File: src/design/tfs_pkg.sv
// ----------------------------------------------------------------------------
// tfs_pkg - shared types and constants of the thruster fire sequencer
// Phase, mode and outcome codes, register map, reset values and the
// control struct passed between the step logic and the top level.
// ----------------------------------------------------------------------------
package tfs_pkg;

  localparam int unsigned TimeBitsDefault  = 16;
  localparam int unsigned CountBitsDefault = 16;

  typedef logic [2:0] phase_t;
  typedef logic [1:0] mode_t;
  typedef logic [1:0] outcome_t;

  // sequence phases
  localparam phase_t PhIdle  = 3'd0;
  localparam phase_t PhCool  = 3'd1;
  localparam phase_t PhMain  = 3'd2;
  localparam phase_t PhDelay = 3'd3;
  localparam phase_t PhIgn   = 3'd4;
  localparam phase_t PhWait  = 3'd5;

  // item kinds
  localparam mode_t ModeTick  = 2'd0;
  localparam mode_t ModeStart = 2'd1;
  localparam mode_t ModeStop  = 2'd2;
  localparam mode_t ModeDone  = 2'd3;

  // outcomes
  localparam outcome_t OutNone      = 2'd0;
  localparam outcome_t OutSuccess   = 2'd1;
  localparam outcome_t OutFailCharge = 2'd2;
  localparam outcome_t OutFailDisch = 2'd3;

  // register map (word index)
  localparam logic [2:0] RegMainCharge = 3'd0;
  localparam logic [2:0] RegIgnDelay   = 3'd1;
  localparam logic [2:0] RegIgnCharge  = 3'd2;
  localparam logic [2:0] RegSenseWait  = 3'd3;
  localparam logic [2:0] RegCooldown   = 3'd4;

  localparam logic [15:0] MainChargeRst = 16'd36045;
  localparam logic [15:0] IgnDelayRst   = 16'd32;
  localparam logic [15:0] IgnChargeRst  = 16'd655;
  localparam logic [15:0] SenseWaitRst  = 16'd262;
  localparam logic [15:0] CooldownRst   = 16'd28461;

  typedef struct packed {
    logic [15:0] main_charge;
    logic [15:0] ign_delay;
    logic [15:0] ign_charge;
    logic [15:0] sense_wait;
    logic [15:0] cooldown;
  } cfg_t;

  typedef struct packed {
    phase_t     phase;
    logic [7:0] pulses_left;
    logic       pulse_en;
    logic       override;
    logic       drv_main;
    logic       drv_ign;
    outcome_t   outcome;
  } ctrl_t;

endpackage

File: src/design/tfs_cfg.sv
// ----------------------------------------------------------------------------
// tfs_cfg - APB register file of the thruster fire sequencer
// Five 16-bit timing registers, word aligned; pready is tied high.
// ----------------------------------------------------------------------------
module tfs_cfg (
  input  logic           clk_i,
  input  logic           rst_ni,
  input  logic           psel_i,
  input  logic           penable_i,
  input  logic           pwrite_i,
  input  logic [4:0]     paddr_i,
  input  logic [31:0]    pwdata_i,
  output logic [31:0]    prdata_o,
  output logic           pready_o,
  output tfs_pkg::cfg_t  cfg_o
);

  tfs_pkg::cfg_t cfg_q, cfg_d;
  logic [2:0]    idx;
  logic          wr_en;

  assign idx   = paddr_i[4:2];
  assign wr_en = psel_i & penable_i & pwrite_i;

  always_comb begin
    cfg_d = cfg_q;
    if (wr_en) begin
      unique case (idx)
        tfs_pkg::RegMainCharge: cfg_d.main_charge = pwdata_i[15:0];
        tfs_pkg::RegIgnDelay:   cfg_d.ign_delay   = pwdata_i[15:0];
        tfs_pkg::RegIgnCharge:  cfg_d.ign_charge  = pwdata_i[15:0];
        tfs_pkg::RegSenseWait:  cfg_d.sense_wait  = pwdata_i[15:0];
        tfs_pkg::RegCooldown:   cfg_d.cooldown    = pwdata_i[15:0];
        default: ;
      endcase
    end
  end

  always_ff @(posedge clk_i or negedge rst_ni) begin
    if (!rst_ni) begin
      cfg_q.main_charge <= tfs_pkg::MainChargeRst;
      cfg_q.ign_delay   <= tfs_pkg::IgnDelayRst;
      cfg_q.ign_charge  <= tfs_pkg::IgnChargeRst;
      cfg_q.sense_wait  <= tfs_pkg::SenseWaitRst;
      cfg_q.cooldown    <= tfs_pkg::CooldownRst;
    end else begin
      cfg_q <= cfg_d;
    end
  end

  always_comb begin
    unique case (idx)
      tfs_pkg::RegMainCharge: prdata_o = {16'd0, cfg_q.main_charge};
      tfs_pkg::RegIgnDelay:   prdata_o = {16'd0, cfg_q.ign_delay};
      tfs_pkg::RegIgnCharge:  prdata_o = {16'd0, cfg_q.ign_charge};
      tfs_pkg::RegSenseWait:  prdata_o = {16'd0, cfg_q.sense_wait};
      tfs_pkg::RegCooldown:   prdata_o = {16'd0, cfg_q.cooldown};
      default:                prdata_o = 32'd0;
    endcase
  end

  assign pready_o = 1'b1;
  assign cfg_o    = cfg_q;

endmodule

File: src/design/tfs_step.sv
// ----------------------------------------------------------------------------
// tfs_step - next-state logic of the thruster fire sequencer
// Applies one item (tick, start, stop, done edge) to the sequencer state.
// ----------------------------------------------------------------------------
module tfs_step #(
  parameter int unsigned TIME_BITS  = tfs_pkg::TimeBitsDefault,
  parameter int unsigned COUNT_BITS = tfs_pkg::CountBitsDefault
) (
  input  tfs_pkg::cfg_t          cfg_i,
  input  tfs_pkg::mode_t         mode_i,
  input  logic [7:0]             pulse_count_i,
  input  logic                   with_pulse_i,
  input  logic                   sense_override_i,
  input  logic                   sense_level_i,
  input  tfs_pkg::ctrl_t         ctrl_i,
  input  logic [TIME_BITS-1:0]   cnt_i,
  input  logic [COUNT_BITS-1:0]  fires_i,
  input  logic [COUNT_BITS-1:0]  faults_i,
  input  logic [15:0]            meas_i,
  output tfs_pkg::ctrl_t         ctrl_o,
  output logic [TIME_BITS-1:0]   cnt_o,
  output logic [COUNT_BITS-1:0]  fires_o,
  output logic [COUNT_BITS-1:0]  faults_o,
  output logic [15:0]            meas_o,
  output logic                   meas_valid_o
);

  function automatic logic [TIME_BITS-1:0] ld_time(input logic [15:0] v);
    logic [31:0] w;
    w = 32'(v);
    return w[TIME_BITS-1:0];
  endfunction

  logic                 running;
  logic                 halt;
  logic [TIME_BITS-1:0] dec;
  logic [31:0]          cnt_ext;

  assign running = (ctrl_i.phase >= tfs_pkg::PhCool) && (ctrl_i.phase <= tfs_pkg::PhWait);
  assign dec     = cnt_i - TIME_BITS'(1);
  assign cnt_ext = 32'(cnt_i);

  always_comb begin
    ctrl_o       = ctrl_i;
    cnt_o        = cnt_i;
    fires_o      = fires_i;
    faults_o     = faults_i;
    meas_o       = meas_i;
    meas_valid_o = 1'b0;
    halt         = 1'b0;

    unique case (mode_i)
      tfs_pkg::ModeTick: begin
        if (running) begin
          cnt_o = dec;
          if (dec == '0) begin
            unique case (ctrl_i.phase)
              tfs_pkg::PhCool: begin
                ctrl_o.drv_main = 1'b1;
                ctrl_o.phase    = tfs_pkg::PhMain;
                cnt_o           = ld_time(cfg_i.main_charge);
              end
              tfs_pkg::PhMain: begin
                ctrl_o.drv_main = 1'b0;
                ctrl_o.phase    = tfs_pkg::PhDelay;
                cnt_o           = ld_time(cfg_i.ign_delay);
              end
              tfs_pkg::PhDelay: begin
                ctrl_o.phase = tfs_pkg::PhIgn;
                cnt_o        = ld_time(cfg_i.ign_charge);
                if (ctrl_i.override || sense_level_i) begin
                  if (ctrl_i.pulse_en) ctrl_o.drv_ign = 1'b1;
                  else halt = 1'b1;
                end else begin
                  faults_o       = faults_i + COUNT_BITS'(1);
                  ctrl_o.outcome = tfs_pkg::OutFailCharge;
                  halt           = 1'b1;
                end
              end
              tfs_pkg::PhIgn: begin
                ctrl_o.drv_ign = 1'b0;
                ctrl_o.phase   = tfs_pkg::PhWait;
                cnt_o          = ld_time(cfg_i.sense_wait);
              end
              tfs_pkg::PhWait: begin
                if (!ctrl_i.override && sense_level_i) begin
                  faults_o       = faults_i + COUNT_BITS'(1);
                  ctrl_o.outcome = tfs_pkg::OutFailDisch;
                  halt           = 1'b1;
                end else begin
                  ctrl_o.outcome = tfs_pkg::OutSuccess;
                  fires_o        = fires_i + COUNT_BITS'(1);
                  if (ctrl_i.pulses_left != 8'd0) begin
                    ctrl_o.pulses_left = ctrl_i.pulses_left - 8'd1;
                    ctrl_o.phase       = tfs_pkg::PhCool;
                    cnt_o              = ld_time(cfg_i.cooldown);
                  end else begin
                    halt = 1'b1;
                  end
                end
              end
              default: ;
            endcase
          end
        end
      end
      tfs_pkg::ModeStart: begin
        if (!running && pulse_count_i != 8'd0) begin
          ctrl_o.pulses_left = pulse_count_i - 8'd1;
          ctrl_o.pulse_en    = with_pulse_i;
          ctrl_o.override    = sense_override_i;
          ctrl_o.phase       = tfs_pkg::PhCool;
          cnt_o              = ld_time(cfg_i.cooldown);
        end
      end
      tfs_pkg::ModeStop: begin
        if (running) halt = 1'b1;
      end
      tfs_pkg::ModeDone: begin
        if (ctrl_i.phase == tfs_pkg::PhMain) begin
          meas_o       = cfg_i.main_charge - cnt_ext[15:0];
          meas_valid_o = 1'b1;
        end
      end
      default: ;
    endcase

    if (halt) begin
      ctrl_o.phase    = tfs_pkg::PhIdle;
      cnt_o           = '0;
      ctrl_o.drv_main = 1'b0;
      ctrl_o.drv_ign  = 1'b0;
      ctrl_o.pulse_en = 1'b1;
      ctrl_o.override = 1'b0;
    end
  end

endmodule

File: src/design/thruster_fire_sequencer.sv
// ----------------------------------------------------------------------------
// thruster_fire_sequencer - pulse thruster firing sequencer
// Runs cooldown, main charge, igniter delay, igniter charge and sense wait
// per pulse, checks the sense line, counts fires and faults and measures
// the main charge time on a done edge.
// ----------------------------------------------------------------------------
//
// Channel   Dir  Handshake              Payload
// s_*       in   s_tvalid_i/s_tready_o   tuser: mode; tdata: start args, sense
// m_*       out  m_tvalid_o/m_tready_i   tdata: drives, phase, counters, meas
// APB       in   psel/penable/pwrite     5 x 16-bit timing registers
//
// One item per cycle: the state update is a single decrement, compare and
// reload between the state registers, and each item's result is captured in
// a one-deep output register. An item is taken whenever that register is
// empty or is being drained in the same cycle, so a full register with
// m_tready_i low stalls the input side. Reset (rst_ni, async, low) clears
// all state to idle and loads the timing registers with their defaults.
// ----------------------------------------------------------------------------
module thruster_fire_sequencer #(
  parameter int unsigned TIME_BITS  = tfs_pkg::TimeBitsDefault,
  parameter int unsigned COUNT_BITS = tfs_pkg::CountBitsDefault
) (
  input  logic        clk_i,
  input  logic        rst_ni,
  input  logic        s_tvalid_i,
  output logic        s_tready_o,
  // [7:0] pulse_count, [8] with_pulse, [9] sense_override, [10] sense_level,
  // [15:11] zero
  input  logic [15:0] s_tdata_i,
  // [1:0] mode
  input  logic [1:0]  s_tuser_i,
  output logic        m_tvalid_o,
  input  logic        m_tready_i,
  // [0] main_charge_on, [1] igniter_charge_on, [2] active, [5:3] phase,
  // [21:6] fires_done, [37:22] faults_seen, [39:38] last_outcome,
  // [55:40] measured_charge, [56] measured_valid, [63:57] zero
  output logic [63:0] m_tdata_o,
  input  logic        psel_i,
  input  logic        penable_i,
  input  logic        pwrite_i,
  input  logic [4:0]  paddr_i,
  input  logic [31:0] pwdata_i,
  output logic [31:0] prdata_o,
  output logic        pready_o
);

  tfs_pkg::cfg_t cfg;

  tfs_cfg u_cfg (
    .clk_i     (clk_i),
    .rst_ni    (rst_ni),
    .psel_i    (psel_i),
    .penable_i (penable_i),
    .pwrite_i  (pwrite_i),
    .paddr_i   (paddr_i),
    .pwdata_i  (pwdata_i),
    .prdata_o  (prdata_o),
    .pready_o  (pready_o),
    .cfg_o     (cfg)
  );

  // sequencer state
  tfs_pkg::ctrl_t         ctrl_q, ctrl_d;
  logic [TIME_BITS-1:0]   cnt_q, cnt_d;
  logic [COUNT_BITS-1:0]  fires_q, fires_d;
  logic [COUNT_BITS-1:0]  faults_q, faults_d;
  logic [15:0]            meas_q, meas_d;
  logic                   meas_valid;

  // output register
  logic        out_valid_q, out_valid_d;
  logic [63:0] out_data_q, out_data_d;

  logic        accept;
  logic [31:0] fires_ext, faults_ext;

  assign s_tready_o = !out_valid_q || m_tready_i;
  assign accept     = s_tvalid_i && s_tready_o;

  tfs_step #(
    .TIME_BITS  (TIME_BITS),
    .COUNT_BITS (COUNT_BITS)
  ) u_step (
    .cfg_i            (cfg),
    .mode_i           (s_tuser_i),
    .pulse_count_i    (s_tdata_i[7:0]),
    .with_pulse_i     (s_tdata_i[8]),
    .sense_override_i (s_tdata_i[9]),
    .sense_level_i    (s_tdata_i[10]),
    .ctrl_i           (ctrl_q),
    .cnt_i            (cnt_q),
    .fires_i          (fires_q),
    .faults_i         (faults_q),
    .meas_i           (meas_q),
    .ctrl_o           (ctrl_d),
    .cnt_o            (cnt_d),
    .fires_o          (fires_d),
    .faults_o         (faults_d),
    .meas_o           (meas_d),
    .meas_valid_o     (meas_valid)
  );

  // counters shown at 16 bits whatever their internal width
  assign fires_ext  = 32'(fires_d);
  assign faults_ext = 32'(faults_d);

  always_comb begin
    out_data_d = {7'd0,
                  meas_valid,
                  meas_d,
                  ctrl_d.outcome,
                  faults_ext[15:0],
                  fires_ext[15:0],
                  ctrl_d.phase,
                  (ctrl_d.phase != tfs_pkg::PhIdle),
                  ctrl_d.drv_ign,
                  ctrl_d.drv_main};
    out_valid_d = accept || (out_valid_q && !m_tready_i);
  end

  always_ff @(posedge clk_i or negedge rst_ni) begin
    if (!rst_ni) begin
      ctrl_q.phase       <= tfs_pkg::PhIdle;
      ctrl_q.pulses_left <= 8'd0;
      ctrl_q.pulse_en    <= 1'b1;
      ctrl_q.override    <= 1'b0;
      ctrl_q.drv_main    <= 1'b0;
      ctrl_q.drv_ign     <= 1'b0;
      ctrl_q.outcome     <= tfs_pkg::OutNone;
      cnt_q              <= '0;
      fires_q            <= '0;
      faults_q           <= '0;
      meas_q             <= 16'd0;
      out_valid_q        <= 1'b0;
    end else begin
      out_valid_q <= out_valid_d;
      if (accept) begin
        ctrl_q   <= ctrl_d;
        cnt_q    <= cnt_d;
        fires_q  <= fires_d;
        faults_q <= faults_d;
        meas_q   <= meas_d;
      end
    end
  end

  // payload register, no reset needed
  always_ff @(posedge clk_i) begin
    if (accept) out_data_q <= out_data_d;
  end

  assign m_tvalid_o = out_valid_q;
  assign m_tdata_o  = out_data_q;

  // --------------------------------------------------------------------------
  // assertions
  // --------------------------------------------------------------------------
  a_idle_drives_off : assert property (@(posedge clk_i) disable iff (!rst_ni)
    (ctrl_q.phase == tfs_pkg::PhIdle) |-> (!ctrl_q.drv_main && !ctrl_q.drv_ign))
    else $error("switch drive on while idle");

  a_drive_phase : assert property (@(posedge clk_i) disable iff (!rst_ni)
    (ctrl_q.drv_main |-> (ctrl_q.phase == tfs_pkg::PhMain)) and
    (ctrl_q.drv_ign |-> (ctrl_q.phase == tfs_pkg::PhIgn)))
    else $error("switch drive outside its phase");

  a_counters_on_accept : assert property (@(posedge clk_i) disable iff (!rst_ni)
    !accept |=> ($stable(fires_q) && $stable(faults_q) && $stable(ctrl_q)))
    else $error("state changed without an accepted item");

endmodule
File: config.mk
export PLATFORM = sky130hd
export DESIGN_NAME = thruster_fire_sequencer
export DESIGN_NICKNAME = d
export VERILOG_FILES = /design/src/design/tfs_pkg.sv /design/src/design/tfs_cfg.sv /design/src/design/tfs_step.sv /design/src/design/thruster_fire_sequencer.sv
export SDC_FILE = /design/constraint.sdc
export NUM_CORES = 1
export LEC_CHECK = 0
export BUFFER_PORTS_ARGS = -buffer_cell sky130_fd_sc_hd__buf_2
export CORE_MARGIN = 4
export CORE_UTILIZATION = 53
export DETAILED_ROUTE_END_ITERATION = 10
export PLACE_DENSITY = 0.85
export SLEW_MARGIN = 20
export SYNTH_ARGS = -nofsm -noshare
export SYNTH_HDL_FRONTEND = slang
export SYNTH_SLANG_ARGS = --single-unit
File: constraint.sdc
create_clock -name clk_i -period 3 [get_ports clk_i]
set_input_delay 0.45 -clock clk_i [delete_from_list [all_inputs] [get_ports clk_i]]
set_output_delay 0.45 -clock clk_i [all_outputs]
set_load 0.01 [all_outputs]
Yosys cells after proc, flatten, opt, wreduce, memory -nomap -nowiden
Index checks and enable logic that the tools add are counted.
{"block": "totals", "input_bits": 62, "output_inout_bits": 99, "reg_bits": 219, "wordCells": 132}
{"block": "classes", "n_mux": 53, "n_lt_le_gt_ge": 2, "n_eq_ne": 20, "addsub": 6, "bitwise": 2, "reduce_logical": 30}
{"op": "16-bit two-way mux", "n": 18}
{"op": "16-bit one-hot mux with 5 select lines", "n": 2}
{"op": "16-bit one-hot mux with 2 select lines", "n": 2}
{"op": "11-bit two-way mux", "n": 4}
{"op": "16-bit by 1-bit adder with 16-bit output (second input constant)", "n": 2}
{"op": "11-bit one-hot mux with 2 select lines", "n": 1}
{"op": "16-bit logical NOT", "n": 1}
{"op": "4-bit two-way mux", "n": 4}
{"op": "8-bit nonzero test", "n": 2}
{"op": "16-bit by 1-bit subtractor with 16-bit output (second input constant)", "n": 1}
{"op": "16-bit subtractor", "n": 1}
{"op": "8-bit by 1-bit subtractor with 8-bit output (second input constant)", "n": 2}
{"op": "3-bit one-hot mux with 5 select lines", "n": 1}
{"op": "13-bit two-way mux", "n": 1}
{"op": "3-bit by 2-bit == test with 1-bit output (second input constant)", "n": 4}
{"op": "1-bit two-way mux", "n": 10}
{"op": "2-bit AND reduction", "n": 5}
{"op": "3-bit == test (second input constant)", "n": 3}
{"op": "8-bit two-way mux", "n": 1}
{"op": "2-bit by 1-bit inequality test with 1-bit output (second input constant)", "n": 4}
{"op": "1-bit one-hot mux with 2 select lines", "n": 4}
{"op": "8-bit AND reduction", "n": 1}
{"op": "3-bit by 1-bit == test with 1-bit output (second input constant)", "n": 2}
{"op": "2-bit two-way mux", "n": 3}
{"op": "18 further kinds", "n": 34}

Logic depth before layout (Yosys ltp)
{"block": "logic_depth", "depth_word": 9, "depth_mapped": 11, "mapped_depth_nobuf": 10}

Modules after synthesis
Synthesis repeated with hierarchy kept, for this count alone.
{"block": "hier_totals", "cells_unflattened": 1175, "area_unflattened_um2": 12816.0}
{"mod": "thruster_fire_sequencer", "cells_per_inst": 241, "seq_area_each_um2": 3764.9, "instances": 1, "area_each_um2": 4864.7}
{"mod": "tfs_step", "cells_per_inst": 659, "seq_area_each_um2": 0.0, "instances": 1, "area_each_um2": 4073.9}
{"mod": "tfs_cfg", "cells_per_inst": 275, "seq_area_each_um2": 2037.0, "instances": 1, "area_each_um2": 3877.5}

Worst setup path before layout
Ideal clock, no wire load.
{"block": "synth_path", "kind": "input to register", "from": "input port m_tready_i", "to": "register fires_q[12]", "path_buffers": 2, "cell_stages": 7, "t_arrival_ns": 3.314, "path_slack_ns": -0.442, "required_ns": 2.872, "path_cell_list": "nand2b_1 nand2_1 inv_1 clkbuf_1 clkbuf_1 nand4_1 xnor2_1"}
{"block": "synth_between", "elab_chain_cells": 2}
{"item": "start: declaration", "line_no": "thruster_fire_sequencer.sv:34", "rtl": "input logic m_tready_i,"}
{"item": "1-bit logical OR", "line_no": "thruster_fire_sequencer.sv:78", "rtl": "assign s_tready_o = !out_valid_q || m_tready_i;"}
{"item": "1-bit logical AND", "line_no": "thruster_fire_sequencer.sv:79", "rtl": "assign accept = s_tvalid_i && s_tready_o;"}
{"item": "named net accept", "line_no": "thruster_fire_sequencer.sv:75", "rtl": "logic accept;"}
{"item": "end signal: assignment", "line_no": "thruster_fire_sequencer.sv:141", "rtl": "fires_q <= fires_d;"}
{"item": "end: declaration", "line_no": "thruster_fire_sequencer.sv:66", "rtl": "logic [COUNT_BITS-1:0] fires_q, fires_d;"}
The timed path passes the listed nets, and every way through them passes these cells.
A chain may end at the register's enable or synchronous reset.

==> metrics.cfg <==
[timing]
worstMarginPinSlew_ns = 0.8131
whs_ns = 0.1255
finalMaxSlewViolations = 0
post-route-period-util_pct = 101.2
setup_tns_ns = -0.05264
timing.fmax_mhz = 329.4
slew_headroom_pct = 45.80
clock_skew_ns = 0.01236
post-route-worst-setup-slack_ns = -0.03584
rsz0062_at_grt = yes
setup_violations = 2
hold_violations = 0
period_minus_slack_ns = 3.036

[drt]
wl_per_cell_um = 19.90
viasPerCell = 6.106
drc = 0
dr.first_iter.drc_count = 794
num_vias = 9971
firstDrtPassIters = 5
drtAntennaViolNets = 0
routed_wl_mm = 32.50

[yosys]
yosys_register_bits = 219
yosysTopAreaCellShare_pct = 27.39
synth-warning-count = 0
synth_ff_type = dfrtp_1
synth_cell_types = 71
synth_top_cell_by_area = dfrtp_1
syn_area_per_cell_um2 = 10.68
yosysMostFrequentCell = dfrtp_1
synth_commonest_cells = dfrtp_1, mux2_2, nand2_1
synth_enable_flop_cells = 57
synthTopCellsByArea = dfrtp_1, edfxtp_1, mux2_2
synthArstFlopShare_pct = 73.97
synth_seq_area_share_pct = 47.75
synth_area_mm2 = 0.01215
synthCells = 1138

[worst_setup_path]
crit_type = flip-flop to flip-flop
crit_start = cnt_q[0]
r2r-end = m_tdata_o[2]
arrival_ns = 3.31
r2r_cells = 13
crit_path_start_kind = flip-flop
endpoint = m_tdata_o[2]
r2r_start = cnt_q[0]
worstPathRequired_ns = 3.27
path_max_fanout = 5
end_kind = flip-flop
ff2ff_setup_slack_ns = -0.04

[global_routing]
grt_max_degree = 68
antenna_found_initial = 1
grt_usage_pct = 24.39
grt_overflow_total = 0
grt_pass1_wl_mm = 51.20
grt_pass1_vias = 9777

[cts]
clockBufferDepth = 3
clock_latency_ns = 0.53
numClockSinks = 219
numCtsBuffers = 24
clk_pin_slew_ns = 0.06
cts-htree-levels = 1
clock-root-buffer = clkbuf_16
tritoncts = done

[min_path]
hp-class = input pin to flip-flop

[floorplanning]
die_w_um = 159.4
dieArea_mm2 = 0.02541
fp.dieH_um = 159.4
core_mm2 = 0.02257
row_count = 55
initial_core_util_pct = 53.83
io_pins = 161

[layout]
layout.nets = 1416
finalNonFillerCells = 1633
area_delta_synth_final_pct = 21.99
final_core_util_pct = 65.67
drive_above_1_share_pct = 35.86

[run_status]
violations = setup timing
status = finished with violations

[placed_design]
hpwl_mm = 22.51
dp_cells = 1577
routabilityCongestion = 0.9789
numPortBuffers = 113
pre_cts_ws_ns = -0.1984

[pwr]
switching_share_pct = 34.78
power_density_mw_per_mm2 = 738.4
power.internal_mw = 7.137
power_frac_seq_pct = 37.2
power_leakage_nw = 6.506
clkPwrFrac_pct = 26.0
power.switching_mw = 3.807
combPwrFrac_pct = 36.8
peakVddDrop_mv = 0.5228

[flow_run]
cap_violations = 0

## layer usage
layer	vias to the layer above	global-route usage [%]	part of all wire, %
met5	-	0	0.040
met4	2	10.26	4.6
met3	105	3.391	7.4
met2	493	40.96	49
met1	4811	31.92	39
li1	4560	-	-
## repair_timing
action                                  in CTS  in global routing
pin swaps                                    7                 22
hold endpoints to repair                    46                  0
endpoints found under the setup margin      63                102
hold buffers                                 1                  0
cloned                                       0                  1
setup buffers                                8                  2
gates resized for setup                     30                 67
## area by class of cell
type | count | area (um2)
clock inverters | 7 | 71.32
well taps | 285 | 356.6
flip-flops and latches | 219 | 5802
diodes | 1 | 2.502
repair buffers | 223 | 1503
clock buffers | 36 | 685.7
multi-input cells | 823 | 6254
inverters | 39 | 147.6
fillers | 1685 | 7750
## metrics by stage
step / power (mW) / cell area [um2]
floorplan: 6.347 / 12240
global placement: 7.609 / 13560
detailed placement: 7.747 / 13560
CTS: 10.76 / 14510
global route: 11.51 / 14820
finish: 10.94 / 14820
## logic make-up (layout without fill, tap and decap cells)
logic type | Yosys count | after routing | share of synthesized area [%]
AO/OA/AOI/OAI | 243 | 243 | 13.45
XOR/XNOR | 84 | 84 | 6.055
adder cells (fa/ha/maj) | 24 | 24 | 2.533
buffers and inverters | 119 | 305 | 4.541
flip-flops | 219 | 219 | 47.75
multiplexers | 129 | 129 | 12.04
other | 2 | 25 | 0.06181
AND/OR/NAND/NOR | 318 | 319 | 13.57
## power groups by stage
stage	Sequential (mW)	Combinational, mW	Clock (mW)
finish	4.07	4.02	2.85
global route	4.13	4.36	3.03
CTS	4.05	3.82	2.90
detailed placement	4.10	3.65	0
global placement	4.07	3.54	0
floorplan	4.01	2.34	0
## worst max-delay path, cell delays in order, from the launching register on
cell and delay (ns):
dfrtp_1 0.43, inv_2 0.07, ha_4 0.18, buf_6 0.11
xnor2_2 0.12, buf_4 0.14, nand4b_1 0.09, nand4b_1 0.26
buf_4 0.19, or2_4 0.25, buf_6 0.13, o311a_1 0.32
o21a_1 0.19, or3_1 0.30
## cell usage in the layout (no fill, tap or decap), drive strengths merged, types with 4 or more instances in the layout
cell and n:
buf 222, dfrtp 133, mux2 127, nand2 102, xnor2 69, edfxtp 57
o21ai 51, nor2 47, a22oi 41, inv 38, clkbuf 36, a21oi 34
dfstp 29, o22ai 28, conb 24, nor3 24, nand3 24, ha 23
nand4 21, and3 19, o31ai 17, xor2 15, nor4 14, and2 12
nand2b 12, a211oi 11, or3 11, or4 10, clkinv 7, a221oi 7
nor2b 6, o21a 5, a222oi 5, a32oi 5, o211ai 4, a31oi 4
or2 4, a21boi 4, nor4b 4
## state kept, by name, summed over array words and instances, names as in the netlist
| register | count |
|---|---|
| cnt_q | 16 |
| ctrl_q | 17 |
| faults_q | 16 |
| fires_q | 16 |
| m_tdata_o | 57 |
| m_tvalid_o | 1 |
| meas_q | 16 |
| u_cfg.cfg_o | 80 |
## how the worst min path moves through the flow
| stage | start | end | slack (ns) | cells past startpoint |
|---|---|---|---|---|
| 4_1_cts | s_tvalid_i | m_tvalid_o | 0.11 | 2 |
| 2_1_floorplan | rst_ni | cnt_q[0] | 0.15 | 0 |
| 3_3_place_gp | meas_q[7] | meas_q[7] | 0.46 | 2 |
| 5_1_grt | s_tvalid_i | m_tvalid_o | 0.12 | 2 |
| 6_report | s_tvalid_i | m_tvalid_o | 0.13 | 2 |
| 3_5_place_dp | meas_q[3] | meas_q[3] | 0.47 | 2 |
Power figures use the tool's default switching activity.
